## config.mk

```make
export PLATFORM = sky130hd
export DESIGN_NAME = modbus_temp_humi_frame_checker_top_flat
export DESIGN_NICKNAME = d
export VERILOG_FILES = /design/src/hdl/mthfc_pkg.sv /design/src/hdl/mthfc_if.sv /design/src/hdl/mthfc_frame.sv /design/src/hdl/mthfc_split.sv /design/src/hdl/modbus_temp_humi_frame_checker_top.sv /design/src/flat_wrapper.sv
export SDC_FILE = /design/constraint.sdc
export NUM_CORES = 1
export LEC_CHECK = 0
export BUFFER_PORTS_ARGS = -buffer_cell sky130_fd_sc_hd__buf_4
export CORE_ASPECT_RATIO = 1.25
export CORE_MARGIN = 2
export CORE_UTILIZATION = 50
export DETAILED_ROUTE_END_ITERATION = 10
export MAX_ROUTING_LAYER = met4
export PLACE_DENSITY = 0.63
export SYNTH_ARGS = -nofsm -noshare
export SYNTH_HDL_FRONTEND = slang
export SYNTH_SLANG_ARGS = --single-unit
```

## constraint.sdc

```tcl
create_clock -name clk -period 21 [get_ports clk]
set_clock_uncertainty 0.1 [all_clocks]
set_input_delay 3.15 -clock clk [delete_from_list [all_inputs] [get_ports clk]]
set_output_delay 3.15 -clock clk [all_outputs]
set_load 0.05 [all_outputs]
```

## src/hdl/mthfc_pkg.sv

```systemverilog
package mthfc_pkg;

  localparam logic [15:0] CRC_INIT      = 16'hFFFF;
  localparam logic [15:0] CRC_POLY      = 16'hA001;
  localparam logic [15:0] TIMEOUT_RESET = 16'd1000;
  localparam logic [15:0] TICK_MAX      = 16'hFFFF;

  // Frame byte positions, counted from zero.
  localparam logic [2:0] TEMP_HI_IDX    = 3'd3;
  localparam logic [2:0] TEMP_LO_IDX    = 3'd4;
  localparam logic [2:0] HUMI_HI_IDX    = 3'd5;
  localparam logic [2:0] HUMI_LO_IDX    = 3'd6;
  localparam logic [2:0] CRC_START_IDX  = 3'd2;
  localparam logic [2:0] LAST_MIN_IDX   = 3'd6;
  localparam logic [2:0] BYTE_COUNT_MAX = 3'd7;

  localparam logic signed [12:0] TEMP_MIN = -13'sd40;
  localparam logic signed [12:0] TEMP_MAX = 13'sd80;
  localparam logic signed [12:0] HUMI_MIN = 13'sd0;
  localparam logic signed [12:0] HUMI_MAX = 13'sd100;

  // Reciprocal of ten scaled by 2^19; exact for every 16-bit magnitude.
  localparam logic [31:0] RECIP_TEN = 32'd52429;
  localparam int          RECIP_SHIFT = 19;

  localparam logic [1:0] OP_START = 2'd0;
  localparam logic [1:0] OP_BYTE  = 2'd1;
  localparam logic [1:0] OP_TICK  = 2'd2;

  typedef enum logic [1:0] {
    STATUS_OK      = 2'd0,
    STATUS_CRC_ERR = 2'd1,
    STATUS_RANGE   = 2'd2,
    STATUS_TIMEOUT = 2'd3
  } status_t;

  typedef struct packed {
    logic [1:0] op;
    logic [7:0] rx_byte;
    logic       last_byte;
  } item_t;

  typedef struct packed {
    status_t     status;
    logic [15:0] temp_raw;
    logic [15:0] humi_raw;
  } frame_res_t;

  typedef struct packed {
    logic signed [12:0] whole;
    logic signed [4:0]  tenth;
  } split_t;

  // One byte through the reflected CRC-16, eight bit steps.
  function automatic logic [15:0] crc_fold(input logic [15:0] crc, input logic [7:0] b);
    logic [15:0] c;
    c = crc ^ {8'h00, b};
    for (int i = 0; i < 8; i++) begin
      if (c[0]) begin
        c = (c >> 1) ^ CRC_POLY;
      end else begin
        c = c >> 1;
      end
    end
    return c;
  endfunction

  // Signed tenths into whole part and tenths digit, both truncated toward zero.
  function automatic split_t split_tenths(input logic [15:0] raw);
    logic        neg;
    logic [15:0] mag;
    logic [31:0] prod;
    logic [12:0] q;
    logic [15:0] q10;
    logic [15:0] r;
    split_t      s;
    neg  = raw[15];
    mag  = neg ? 16'(~raw + 16'd1) : raw;
    prod = {16'h0000, mag} * RECIP_TEN;
    q    = prod[RECIP_SHIFT +: 13];
    q10  = {q[12:0], 3'b000} + {2'b00, q[12:0], 1'b0};
    r    = mag - q10;
    s.whole = neg ? -$signed(q) : $signed(q);
    s.tenth = neg ? -$signed({1'b0, r[3:0]}) : $signed({1'b0, r[3:0]});
    return s;
  endfunction

endpackage

```

## src/hdl/mthfc_if.sv

```systemverilog
interface mthfc_item_if;
  logic       valid;
  logic       ready;
  logic [1:0] op;
  logic [7:0] rx_byte;
  logic       last_byte;

  modport source (output valid, output op, output rx_byte, output last_byte, input ready);
  modport sink   (input valid, input op, input rx_byte, input last_byte, output ready);
endinterface

interface mthfc_result_if;
  logic                    valid;
  logic                    ready;
  mthfc_pkg::status_t      status;
  logic signed [12:0]      temp_whole;
  logic signed [4:0]       temp_tenth;
  logic signed [12:0]      humi_whole;
  logic signed [4:0]       humi_tenth;

  modport source (output valid, output status, output temp_whole, output temp_tenth,
                  output humi_whole, output humi_tenth, input ready);
  modport sink   (input valid, input status, input temp_whole, input temp_tenth,
                  input humi_whole, input humi_tenth, output ready);
endinterface

interface mthfc_cfg_if;
  logic        valid;
  logic        ready;
  logic [15:0] data;

  modport source (output valid, output data, input ready);
  modport sink   (input valid, input data, output ready);
endinterface

```

## src/hdl/mthfc_frame.sv

```systemverilog
module mthfc_frame (
  input  logic                  clk,
  input  logic                  rst,
  mthfc_cfg_if.sink             cfg,
  input  logic                  s1_valid,
  input  mthfc_pkg::item_t      s1_item,
  output logic                  s1_ready,
  output logic                  res_valid,
  output mthfc_pkg::frame_res_t res,
  input  logic                  res_ready
);

  logic        busy, busy_next;
  logic [15:0] crc_acc, crc_acc_next;
  logic [15:0] held_bytes, held_bytes_next;
  logic [2:0]  byte_count, byte_count_next;
  logic [15:0] temp_raw, temp_raw_next;
  logic [15:0] humi_raw, humi_raw_next;
  logic [15:0] tick_count, tick_count_next;
  logic [15:0] timeout_ticks;

  logic                  fire;
  logic                  has_res;
  mthfc_pkg::frame_res_t res_next;
  logic [15:0]           check;

  assign cfg.ready = 1'b1;
  assign s1_ready  = !res_valid || res_ready;
  assign fire      = s1_valid && s1_ready;
  assign check     = {s1_item.rx_byte, held_bytes[7:0]};

  always_comb begin
    busy_next       = busy;
    crc_acc_next    = crc_acc;
    held_bytes_next = held_bytes;
    byte_count_next = byte_count;
    temp_raw_next   = temp_raw;
    humi_raw_next   = humi_raw;
    tick_count_next = tick_count;
    has_res         = 1'b0;
    res_next        = '{status: mthfc_pkg::STATUS_OK, temp_raw: 16'h0000, humi_raw: 16'h0000};

    if (s1_item.op == mthfc_pkg::OP_START) begin
      busy_next       = 1'b1;
      crc_acc_next    = mthfc_pkg::CRC_INIT;
      held_bytes_next = 16'h0000;
      byte_count_next = 3'd0;
      temp_raw_next   = 16'h0000;
      humi_raw_next   = 16'h0000;
      tick_count_next = 16'h0000;
    end else if (busy && s1_item.op == mthfc_pkg::OP_TICK) begin
      if (tick_count != mthfc_pkg::TICK_MAX) begin
        tick_count_next = tick_count + 16'd1;
      end
      if (tick_count_next >= timeout_ticks) begin
        busy_next       = 1'b0;
        has_res         = 1'b1;
        res_next.status = mthfc_pkg::STATUS_TIMEOUT;
      end
    end else if (busy && s1_item.op == mthfc_pkg::OP_BYTE) begin
      // The oldest held byte leaves the hold line and enters the CRC.
      if (byte_count >= mthfc_pkg::CRC_START_IDX) begin
        crc_acc_next = mthfc_pkg::crc_fold(crc_acc, held_bytes[15:8]);
      end
      if (byte_count == mthfc_pkg::TEMP_HI_IDX || byte_count == mthfc_pkg::TEMP_LO_IDX) begin
        temp_raw_next = {temp_raw[7:0], s1_item.rx_byte};
      end
      if (byte_count == mthfc_pkg::HUMI_HI_IDX || byte_count == mthfc_pkg::HUMI_LO_IDX) begin
        humi_raw_next = {humi_raw[7:0], s1_item.rx_byte};
      end
      if (s1_item.last_byte) begin
        busy_next = 1'b0;
        has_res   = 1'b1;
        if (byte_count < mthfc_pkg::LAST_MIN_IDX || check != crc_acc_next) begin
          res_next.status = mthfc_pkg::STATUS_CRC_ERR;
        end else begin
          res_next.temp_raw = temp_raw_next;
          res_next.humi_raw = humi_raw_next;
        end
      end else begin
        held_bytes_next = {held_bytes[7:0], s1_item.rx_byte};
        if (byte_count != mthfc_pkg::BYTE_COUNT_MAX) begin
          byte_count_next = byte_count + 3'd1;
        end
      end
    end
  end

  always_ff @(posedge clk) begin
    if (rst) begin
      busy          <= 1'b0;
      crc_acc       <= mthfc_pkg::CRC_INIT;
      held_bytes    <= 16'h0000;
      byte_count    <= 3'd0;
      temp_raw      <= 16'h0000;
      humi_raw      <= 16'h0000;
      tick_count    <= 16'h0000;
      timeout_ticks <= mthfc_pkg::TIMEOUT_RESET;
      res_valid     <= 1'b0;
    end else begin
      if (cfg.valid) begin
        timeout_ticks <= cfg.data;
      end
      if (fire) begin
        busy       <= busy_next;
        crc_acc    <= crc_acc_next;
        held_bytes <= held_bytes_next;
        byte_count <= byte_count_next;
        temp_raw   <= temp_raw_next;
        humi_raw   <= humi_raw_next;
        tick_count <= tick_count_next;
      end
      if (s1_ready) begin
        res_valid <= fire && has_res;
      end
    end
  end

  always_ff @(posedge clk) begin
    if (fire) begin
      res <= res_next;
    end
  end

endmodule

```

## src/hdl/mthfc_split.sv

```systemverilog
module mthfc_split (
  input  logic                  clk,
  input  logic                  rst,
  input  logic                  res_valid,
  input  mthfc_pkg::frame_res_t res,
  output logic                  res_ready,
  mthfc_result_if.source        result
);

  mthfc_pkg::split_t  temp_s, humi_s;
  mthfc_pkg::status_t status_next;

  assign res_ready = !result.valid || result.ready;
  assign temp_s    = mthfc_pkg::split_tenths(res.temp_raw);
  assign humi_s    = mthfc_pkg::split_tenths(res.humi_raw);

  always_comb begin
    status_next = res.status;
    if (res.status == mthfc_pkg::STATUS_OK) begin
      if (temp_s.whole < mthfc_pkg::TEMP_MIN || temp_s.whole > mthfc_pkg::TEMP_MAX ||
          humi_s.whole < mthfc_pkg::HUMI_MIN || humi_s.whole > mthfc_pkg::HUMI_MAX) begin
        status_next = mthfc_pkg::STATUS_RANGE;
      end
    end
  end

  always_ff @(posedge clk) begin
    if (rst) begin
      result.valid <= 1'b0;
    end else if (res_ready) begin
      result.valid <= res_valid;
    end
  end

  always_ff @(posedge clk) begin
    if (res_ready && res_valid) begin
      result.status     <= status_next;
      result.temp_whole <= temp_s.whole;
      result.temp_tenth <= temp_s.tenth;
      result.humi_whole <= humi_s.whole;
      result.humi_tenth <= humi_s.tenth;
    end
  end

endmodule

```

## src/hdl/modbus_temp_humi_frame_checker_top.sv

```systemverilog
// Checks a Modbus RTU response frame from a temperature and humidity sensor.
// The item channel carries op (start, received byte or time tick), rx_byte and
// last_byte. A start item arms the checker; the bytes of the response follow,
// the final one flagged with last_byte. Ticks count toward the timeout set by
// the cfg channel, which writes the timeout in ticks and is always ready.
// The result channel carries one item per finished frame or timeout: the
// status and the temperature and humidity split into whole part and tenths.
// An item is taken every cycle while the pipeline moves. It passes through
// an input register, then the frame stage (CRC fold, hold line, capture and
// status), then the split stage (divide by ten, range check) that loads the
// result register. The one-byte CRC update in the frame stage sets the cycle
// time. Reset returns the checker to idle with a timeout of 1000 ticks.
// When the receiver stalls, each stage holds its item and a stage takes a new
// one only once it is empty or drains, so up to three items wait inside
// before ready drops on the item channel.
module modbus_temp_humi_frame_checker_top (
  input  logic           clk,
  input  logic           rst,
  mthfc_item_if.sink     item,
  mthfc_result_if.source result,
  mthfc_cfg_if.sink      cfg
);

  // Input register stage.
  logic             s1_valid;
  logic             s1_ready;
  mthfc_pkg::item_t s1_item;

  // Frame stage result toward the split stage.
  logic                  res_valid;
  logic                  res_ready;
  mthfc_pkg::frame_res_t res;

  logic s0_ready;

  assign s0_ready   = !s1_valid || s1_ready;
  assign item.ready = s0_ready;

  always_ff @(posedge clk) begin
    if (rst) begin
      s1_valid <= 1'b0;
    end else if (s0_ready) begin
      s1_valid <= item.valid;
    end
  end

  always_ff @(posedge clk) begin
    if (s0_ready && item.valid) begin
      s1_item <= '{op: item.op, rx_byte: item.rx_byte, last_byte: item.last_byte};
    end
  end

  // Frame state: hold line, CRC, value capture and timeout.
  mthfc_frame u_frame (
    .clk       (clk),
    .rst       (rst),
    .cfg       (cfg),
    .s1_valid  (s1_valid),
    .s1_item   (s1_item),
    .s1_ready  (s1_ready),
    .res_valid (res_valid),
    .res       (res),
    .res_ready (res_ready)
  );

  // Split into whole and tenths, range check, result register.
  mthfc_split u_split (
    .clk       (clk),
    .rst       (rst),
    .res_valid (res_valid),
    .res       (res),
    .res_ready (res_ready),
    .result    (result)
  );

endmodule
```

## src/flat_wrapper.sv

```systemverilog
// flat-port wrapper written by rule: the top's interface ports become plain ports
module modbus_temp_humi_frame_checker_top_flat 
  (clk, rst, item_valid, item_op, item_rx_byte, item_last_byte, item_ready, result_valid, result_status, result_temp_whole, result_temp_tenth, result_humi_whole, result_humi_tenth, result_ready, cfg_valid, cfg_data, cfg_ready);
  mthfc_item_if item_i ();
  mthfc_result_if result_i ();
  mthfc_cfg_if cfg_i ();
  input  logic clk;
  input  logic rst;
  input wire logic [$bits(item_i.valid)-1:0] item_valid;
  input wire logic [$bits(item_i.op)-1:0] item_op;
  input wire logic [$bits(item_i.rx_byte)-1:0] item_rx_byte;
  input wire logic [$bits(item_i.last_byte)-1:0] item_last_byte;
  output wire logic [$bits(item_i.ready)-1:0] item_ready;
  output wire logic [$bits(result_i.valid)-1:0] result_valid;
  output wire logic [$bits(result_i.status)-1:0] result_status;
  output wire logic [$bits(result_i.temp_whole)-1:0] result_temp_whole;
  output wire logic [$bits(result_i.temp_tenth)-1:0] result_temp_tenth;
  output wire logic [$bits(result_i.humi_whole)-1:0] result_humi_whole;
  output wire logic [$bits(result_i.humi_tenth)-1:0] result_humi_tenth;
  input wire logic [$bits(result_i.ready)-1:0] result_ready;
  input wire logic [$bits(cfg_i.valid)-1:0] cfg_valid;
  input wire logic [$bits(cfg_i.data)-1:0] cfg_data;
  output wire logic [$bits(cfg_i.ready)-1:0] cfg_ready;
  assign item_i.valid = item_valid;
  assign item_i.op = item_op;
  assign item_i.rx_byte = item_rx_byte;
  assign item_i.last_byte = item_last_byte;
  assign item_ready = item_i.ready;
  assign result_valid = result_i.valid;
  assign result_status = result_i.status;
  assign result_temp_whole = result_i.temp_whole;
  assign result_temp_tenth = result_i.temp_tenth;
  assign result_humi_whole = result_i.humi_whole;
  assign result_humi_tenth = result_i.humi_tenth;
  assign result_i.ready = result_ready;
  assign cfg_i.valid = cfg_valid;
  assign cfg_i.data = cfg_data;
  assign cfg_ready = cfg_i.ready;
  modbus_temp_humi_frame_checker_top u_core (.clk(clk), .rst(rst), .item(item_i), .result(result_i), .cfg(cfg_i));
endmodule
```

# --- Word level (Yosys, flattened, before mapping) ---
# Cells that the tools add are included.
classes:
  addsub: 12
  mul: 2
  bitwise_logic: 13
  reduce_logical: 31
  muxes: 89
  n_eq_ne: 12
  order_cmp: 7
op_table:
  columns: ["operator", "count"]
  rows:
  - ["16-bit 2-to-1 mux", 62]
  - ["33-bit 2-to-1 mux", 2]
  - ["16-bit by 16-bit multiplier with 32-bit output (second input constant)", 2]
  - ["16-bit by 1-bit adder with 16-bit output (second input constant)", 3]
  - ["32-bit 2-to-1 mux", 1]
  - ["16-bit inverter", 2]
  - ["13-bit by 8-bit > comparator with 1-bit output (second input constant)", 2]
  - ["13-bit 2-to-1 mux", 2]
  - ["13-bit negation", 2]
  - ["2-bit inverter with 3-bit output", 8]
  - ["16-bit greater-or-equal comparator", 1]
  - ["16-bit != test", 1]
  - ["16-bit != test (second input constant)", 1]
  - ["16-bit by 8-bit XOR with 16-bit output", 1]
  - ["3-bit 2-to-1 mux", 5]
  - ["13-bit by 1-bit less-than comparator with 1-bit output (second input constant)", 1]
  - ["13-bit by 7-bit less-than comparator with 1-bit output (second input constant)", 1]
  - ["1-bit 2-to-1 mux", 11]
  - ["4-bit negation with 5-bit output", 2]
  - ["3-bit equality test (second input constant)", 3]
  - ["1-bit logical OR", 9]
  - ["4-bit adder", 2]
  - ["2-bit 2-to-1 mux", 4]
  - ["4-bit 2-to-1 mux", 2]
  - ["other kinds (21)", 36]
word_totals:
  ff_bits: 186
  input_bits: 32
  output_inout_bits: 41
  word_cells: 190

# --- Longest topological paths before layout ---
logic_depth:
  depth_word: 55
  depth_mapped: 36
  ltp_nobuf: 35

# --- By module ---
# A second synthesis with hierarchy kept.
hier_totals:
  hier_cells: 2056
  hier_area_um2: 19627.6
by_module_without_submodules:
  columns: ["module", "area_per_inst_um2", "instances", "seq_area_each_um2", "cells_each"]
  rows:
  - ["mthfc_split", 12529.5, 1, 1161.1, 1367]
  - ["mthfc_frame", 6712.7, 1, 3042.9, 673]
  - ["modbus_temp_humi_frame_checker_top", 385.4, 1, 350.3, 16]

# --- Worst setup path after synthesis ---
# Ideal clock, no wire load.
synth_timing:
  kind: "reg2reg"
  startpoint: "reg, netlist name u_core.u_frame.res[16]"
  endpoint: "reg u_core.u_split.result.status[1] (data pin)"
  path_buffers: 0
  t_required_ns: 20.640
  setup_time_ns: 0.260
  period_less_slack_ns: 8.247
  setup_slack_ns: 12.753
  arrival_ns: 7.887
  path_stages_with_launch: 35
  path_cell_list: "edfxtp_1 -> inv_1 -> ha_1 -> nand2_1 -> or4_1 -> or3_1 -> o21ai_0 -> xor2_1 -> inv_1 -> ha_1 -> ha_1 -> inv_1 -> fa_1 -> inv_1 -> fa_1 -> fa_1 -> inv_1 -> fa_1 -> inv_1 -> ha_1 -> a21oi_1 -> o21ai_0 -> and2_1 -> or2_2 -> o21a_1 -> or2_2 -> ha_1 -> nand3b_1 -> o31ai_1 -> xnor2_1 -> or3_1 -> nor4_1 -> a22oi_1 -> nor3_2 -> a21oi_1"
synth_rtl:
  columns: ["element", "line", "source"]
  rows:
  - ["to (signal assigned)", "mthfc_split.sv:37", "result.status <= status_next;"]
  - ["to (decl)", "mthfc_if.sv:21", "modport source (output valid, output status, output temp_whole, output temp_tenth,"]

==> metrics <==
cts repair resizes 0; clock network fraction of total power around 45%; status finished, final reports clean; static leakage power 10.5 nW; buffer levels on the longest clock path 2; maximum fanout count along the critical path 8; class of the tightest hold or removal check register to register; Post-synth top flop sky130_fd_sc_hd__dfxtp_1; drt initial violations around 750; number of antenna-violating nets in the routed design 0; RePlAce Congestion around 0.93; # DRC 0; count of final max-slew check failures 0; proportion of total power due to net switching between 20% and 30%; antenna violations before repair 0; cell mode on critical path sky130_fd_sc_hd__inv_1; Num Clock Sinks about 190; peak per-stage delay on the critical path 540 ps; Total Neg Setup Slack 0 ps; Tightest Pin Transition roughly 1200 ps; total number of vias about 14000; antenna diode instance count 0; upper clock frequency limit around 0.11 GHz; Worst Hold Path Cells 2; min Tclk post-route 9050 ps; std cell rows 80; quantity of hold-fixing buffers added after cts 0; ratio of cells with drive above 1 in the final layout around 6.8%; number of levels in the clock H-tree 4; worst path arrival time 9150 ps; Internal Dissipation about 0.00055 W; share of the clock period used by the worst path 43.1%; number of buffers created by CTS 17; Yosys reg bits between 150 and 200; clock edge transition at the registers on the reported setup and hold paths ~80 ps; pre-CTS setup slack ~12000 ps; most frequent standard cell in the layout excluding fill and tap cells sky130_fd_sc_hd__inv_1; Worst Hold Path EP u_core.u_frame.timeout_ticks[5]$_SDFFE_PP1P_; reg-to-reg endpoint u_core.u_split.result.status[1]$_DFFE_PP_; # nets final 2598; worst IR drop on VDD 0.0743 mV; Final Power 0.000738 W; worst reg2reg startpoint u_core.u_frame.res[16]$_SDFFCE_PP0P_; RSZ-0062 raised after global routing false; Worst Min Path Start u_core.u_frame.timeout_ticks[5]$_SDFFE_PP1P_; Setup violations, final 0; Avg Vias per Cell 5.43; endpoint required time on the critical path roughly 21000 ps; count of buffers from port buffering 71; final global-route overflow total 0; net count after synthesis 2565; mapped cell area 0.0192 sq mm; Critical Path Slowest Stage Cell sky130_fd_sc_hd__fa_1; floorplan die width approximately 180 um; detailed-router iteration count before antenna repair 5; post-detail-place hpwl roughly 37000 um; number of hold violations in the final report 0; final WL 45300 um; share of power burned in combinational logic ~3.2%; number of enable flip-flop cells after synthesis 83; Syn. warnings 0; worst skew pair latency approximately 470 ps; relative area change from synthesis to final layout 8.08%; highest-count cells in the layout ignoring fill and taps 357 x sky130_fd_sc_hd__inv_1, 293 x sky130_fd_sc_hd__ha_1, 173 x sky130_fd_sc_hd__nand2_1; sequential area share after synthesis 23.7%; TritonCTS clock tree done; R2R cell count 34; register-to-register setup slack 11950 ps; Total GRT Usage between 20% and 30%; number of top-level design ports 73; total die area approximately 0.040 sq mm; power per cell area 35.5 mW/mm^2; max cap viols 0; largest net degree at the start of global routing 83; Core Region about 0.038 sq mm; worst-case setup margin in the final layout around 12000 ps; synthesized instance count approximately 2100; worst setup path category register to register; Worst setup EP type register; Mapped Avg Cell Area 9.23 sq um; power spent charging and discharging nets 0.000187 W; initial standard-cell utilization of the core 50.6%; wire length of the first global-routing pass between 70000 and 80000 um; sequential share of power between 50% and 60%; final-layout worst hold slack approximately 400 ps; core occupancy in the finished layout 54.7%; postcts setup bufs 0; final routed wire length divided by cell count roughly 17 um; clock tree root buffer cell sky130_fd_sc_hd__clkbuf_16; number of unique standard cell types used by synthesis 87; die height 223 um; share of synthesized flip-flops with an asynchronous set or reset 0%; number of global-route vias before repair approximately 15000; relative slew slack a little under a fifth; startpoint class of the critical path register
[final cells by class]
cell class	count	area, sq um
sequential	186	4550
tap	492	616
multi-input combinational	1478	13100
inverter	358	1340
clock inverter	15	174
fill	3557	17200
timing repair buffer	77	578
clock buffer	17	425
[sequential cells by signal (all words and copies together) (netlist names), 5 cells and up]
| register | cells |
|---|---|
| u_core.u_frame.res | 34 |
| u_core.u_frame.crc_acc | 16 |
| u_core.u_frame.held_bytes | 16 |
| u_core.u_frame.humi_raw | 16 |
| u_core.u_frame.temp_raw | 16 |
| u_core.u_frame.tick_count | 16 |
| u_core.u_frame.timeout_ticks | 16 |
| u_core.u_split.result.humi_whole | 13 |
| u_core.u_split.result.temp_whole | 13 |
| u_core.s1_item | 11 |
| u_core.u_split.result.humi_tenth | 5 |
| u_core.u_split.result.temp_tenth | 5 |
[metal layers]
metal | part of all wire (%) | vias to the layer above | global-route usage (%)
li1 | - | 7081 | -
met2 | 51 | 256 | 42.5
met5 | 0 | - | -
met1 | 43 | 6840 | 28.2
met4 | 2.7 | 0 | 7.45
met3 | 2.8 | 65 | 2.51
[worst max-delay path: cells and delay by family (launching register included)]
family                     cells  cell delay, ps
and+or+nand+nor               10            2640
AOI/OAI and AO/OA              7            1080
buffers and inverters          6             500
adders and majority gates      9            3470
xor gates and xnor gates       2             450
DFF                            1             530
[synth_stat cells, drive strengths merged, types with 16 or more instances]
| master | instances | share of area (%) |
|---|---|---|
| o22ai | 16 | 0.52 |
| o21a | 16 | 0.62 |
| nor3 | 26 | 0.70 |
| xor2 | 47 | 2.2 |
| fa | 155 | 16 |
| xnor2 | 106 | 4.9 |
| a21oi | 104 | 2.8 |
| a21o | 24 | 0.94 |
| clkbuf | 51 | 0.99 |
| nand2 | 173 | 3.4 |
| a22oi | 59 | 2.3 |
| o211ai | 19 | 0.77 |
| inv | 358 | 7.0 |
| edfxtp | 83 | 13 |
| nand3 | 29 | 0.75 |
| nand4 | 19 | 0.70 |
| nor2 | 149 | 2.9 |
| dfxtp | 103 | 11 |
| o21ai | 59 | 1.5 |
| mux2i | 22 | 1.2 |
| ha | 293 | 19 |
[power by group through the flow]
| stage | Sequential (W) | Clock [W] | Combinational [W] |
|---|---|---|---|
| 2_1_floorplan | 0.000392 | 0 | 0.0000154 |
| 3_3_place_gp | 0.000395 | 0 | 0.0000236 |
| 3_5_place_dp | 0.000395 | 0 | 0.0000238 |
| 4_1_cts | 0.000386 | 0.000335 | 0.0000239 |
| 5_1_grt | 0.000387 | 0.000348 | 0.0000262 |
| 6_report | 0.000387 | 0.000328 | 0.0000234 |
[worst max path at each step]
stage                                           endpoint                                  from  depth (start not counted)  slack (ps)
2_1_floorplan  u_core.u_split.result.status[1]$_DFFE_PP_  u_core.u_frame.res[16]$_SDFFCE_PP0P_                         34       12750
3_3_place_gp   u_core.u_split.result.status[1]$_DFFE_PP_  u_core.u_frame.res[16]$_SDFFCE_PP0P_                         28       12100
3_5_place_dp   u_core.u_split.result.status[1]$_DFFE_PP_  u_core.u_frame.res[16]$_SDFFCE_PP0P_                         34       11960
4_1_cts        u_core.u_split.result.status[1]$_DFFE_PP_  u_core.u_frame.res[16]$_SDFFCE_PP0P_                         34       11930
5_1_grt        u_core.u_split.result.status[1]$_DFFE_PP_  u_core.u_frame.res[16]$_SDFFCE_PP0P_                         34       11350
6_report       u_core.u_split.result.status[1]$_DFFE_PP_  u_core.u_frame.res[16]$_SDFFCE_PP0P_                         34       11950
[cells by family after synthesis]
group | share of synthesized area, %
AND/OR/NAND/NOR | 11.5
adder cells (fa/ha/maj) | 35.2
buffers and inverters | 8.27
AO/OA/AOI/OAI | 12.9
flip-flops | 23.7
XOR/XNOR | 7.12
multiplexers | 1.33
other | 0.0195
[stage by stage]
stage / instance area (sq um) / instances
floorplan: 19200 / 2085
global placement: 20200 / 2591
detailed placement: 20200 / 2591
CTS: 20800 / 2623
global route: 20800 / 2623
finish: 20800 / 2623
Note: power is estimated with default switching activity, not from simulation.
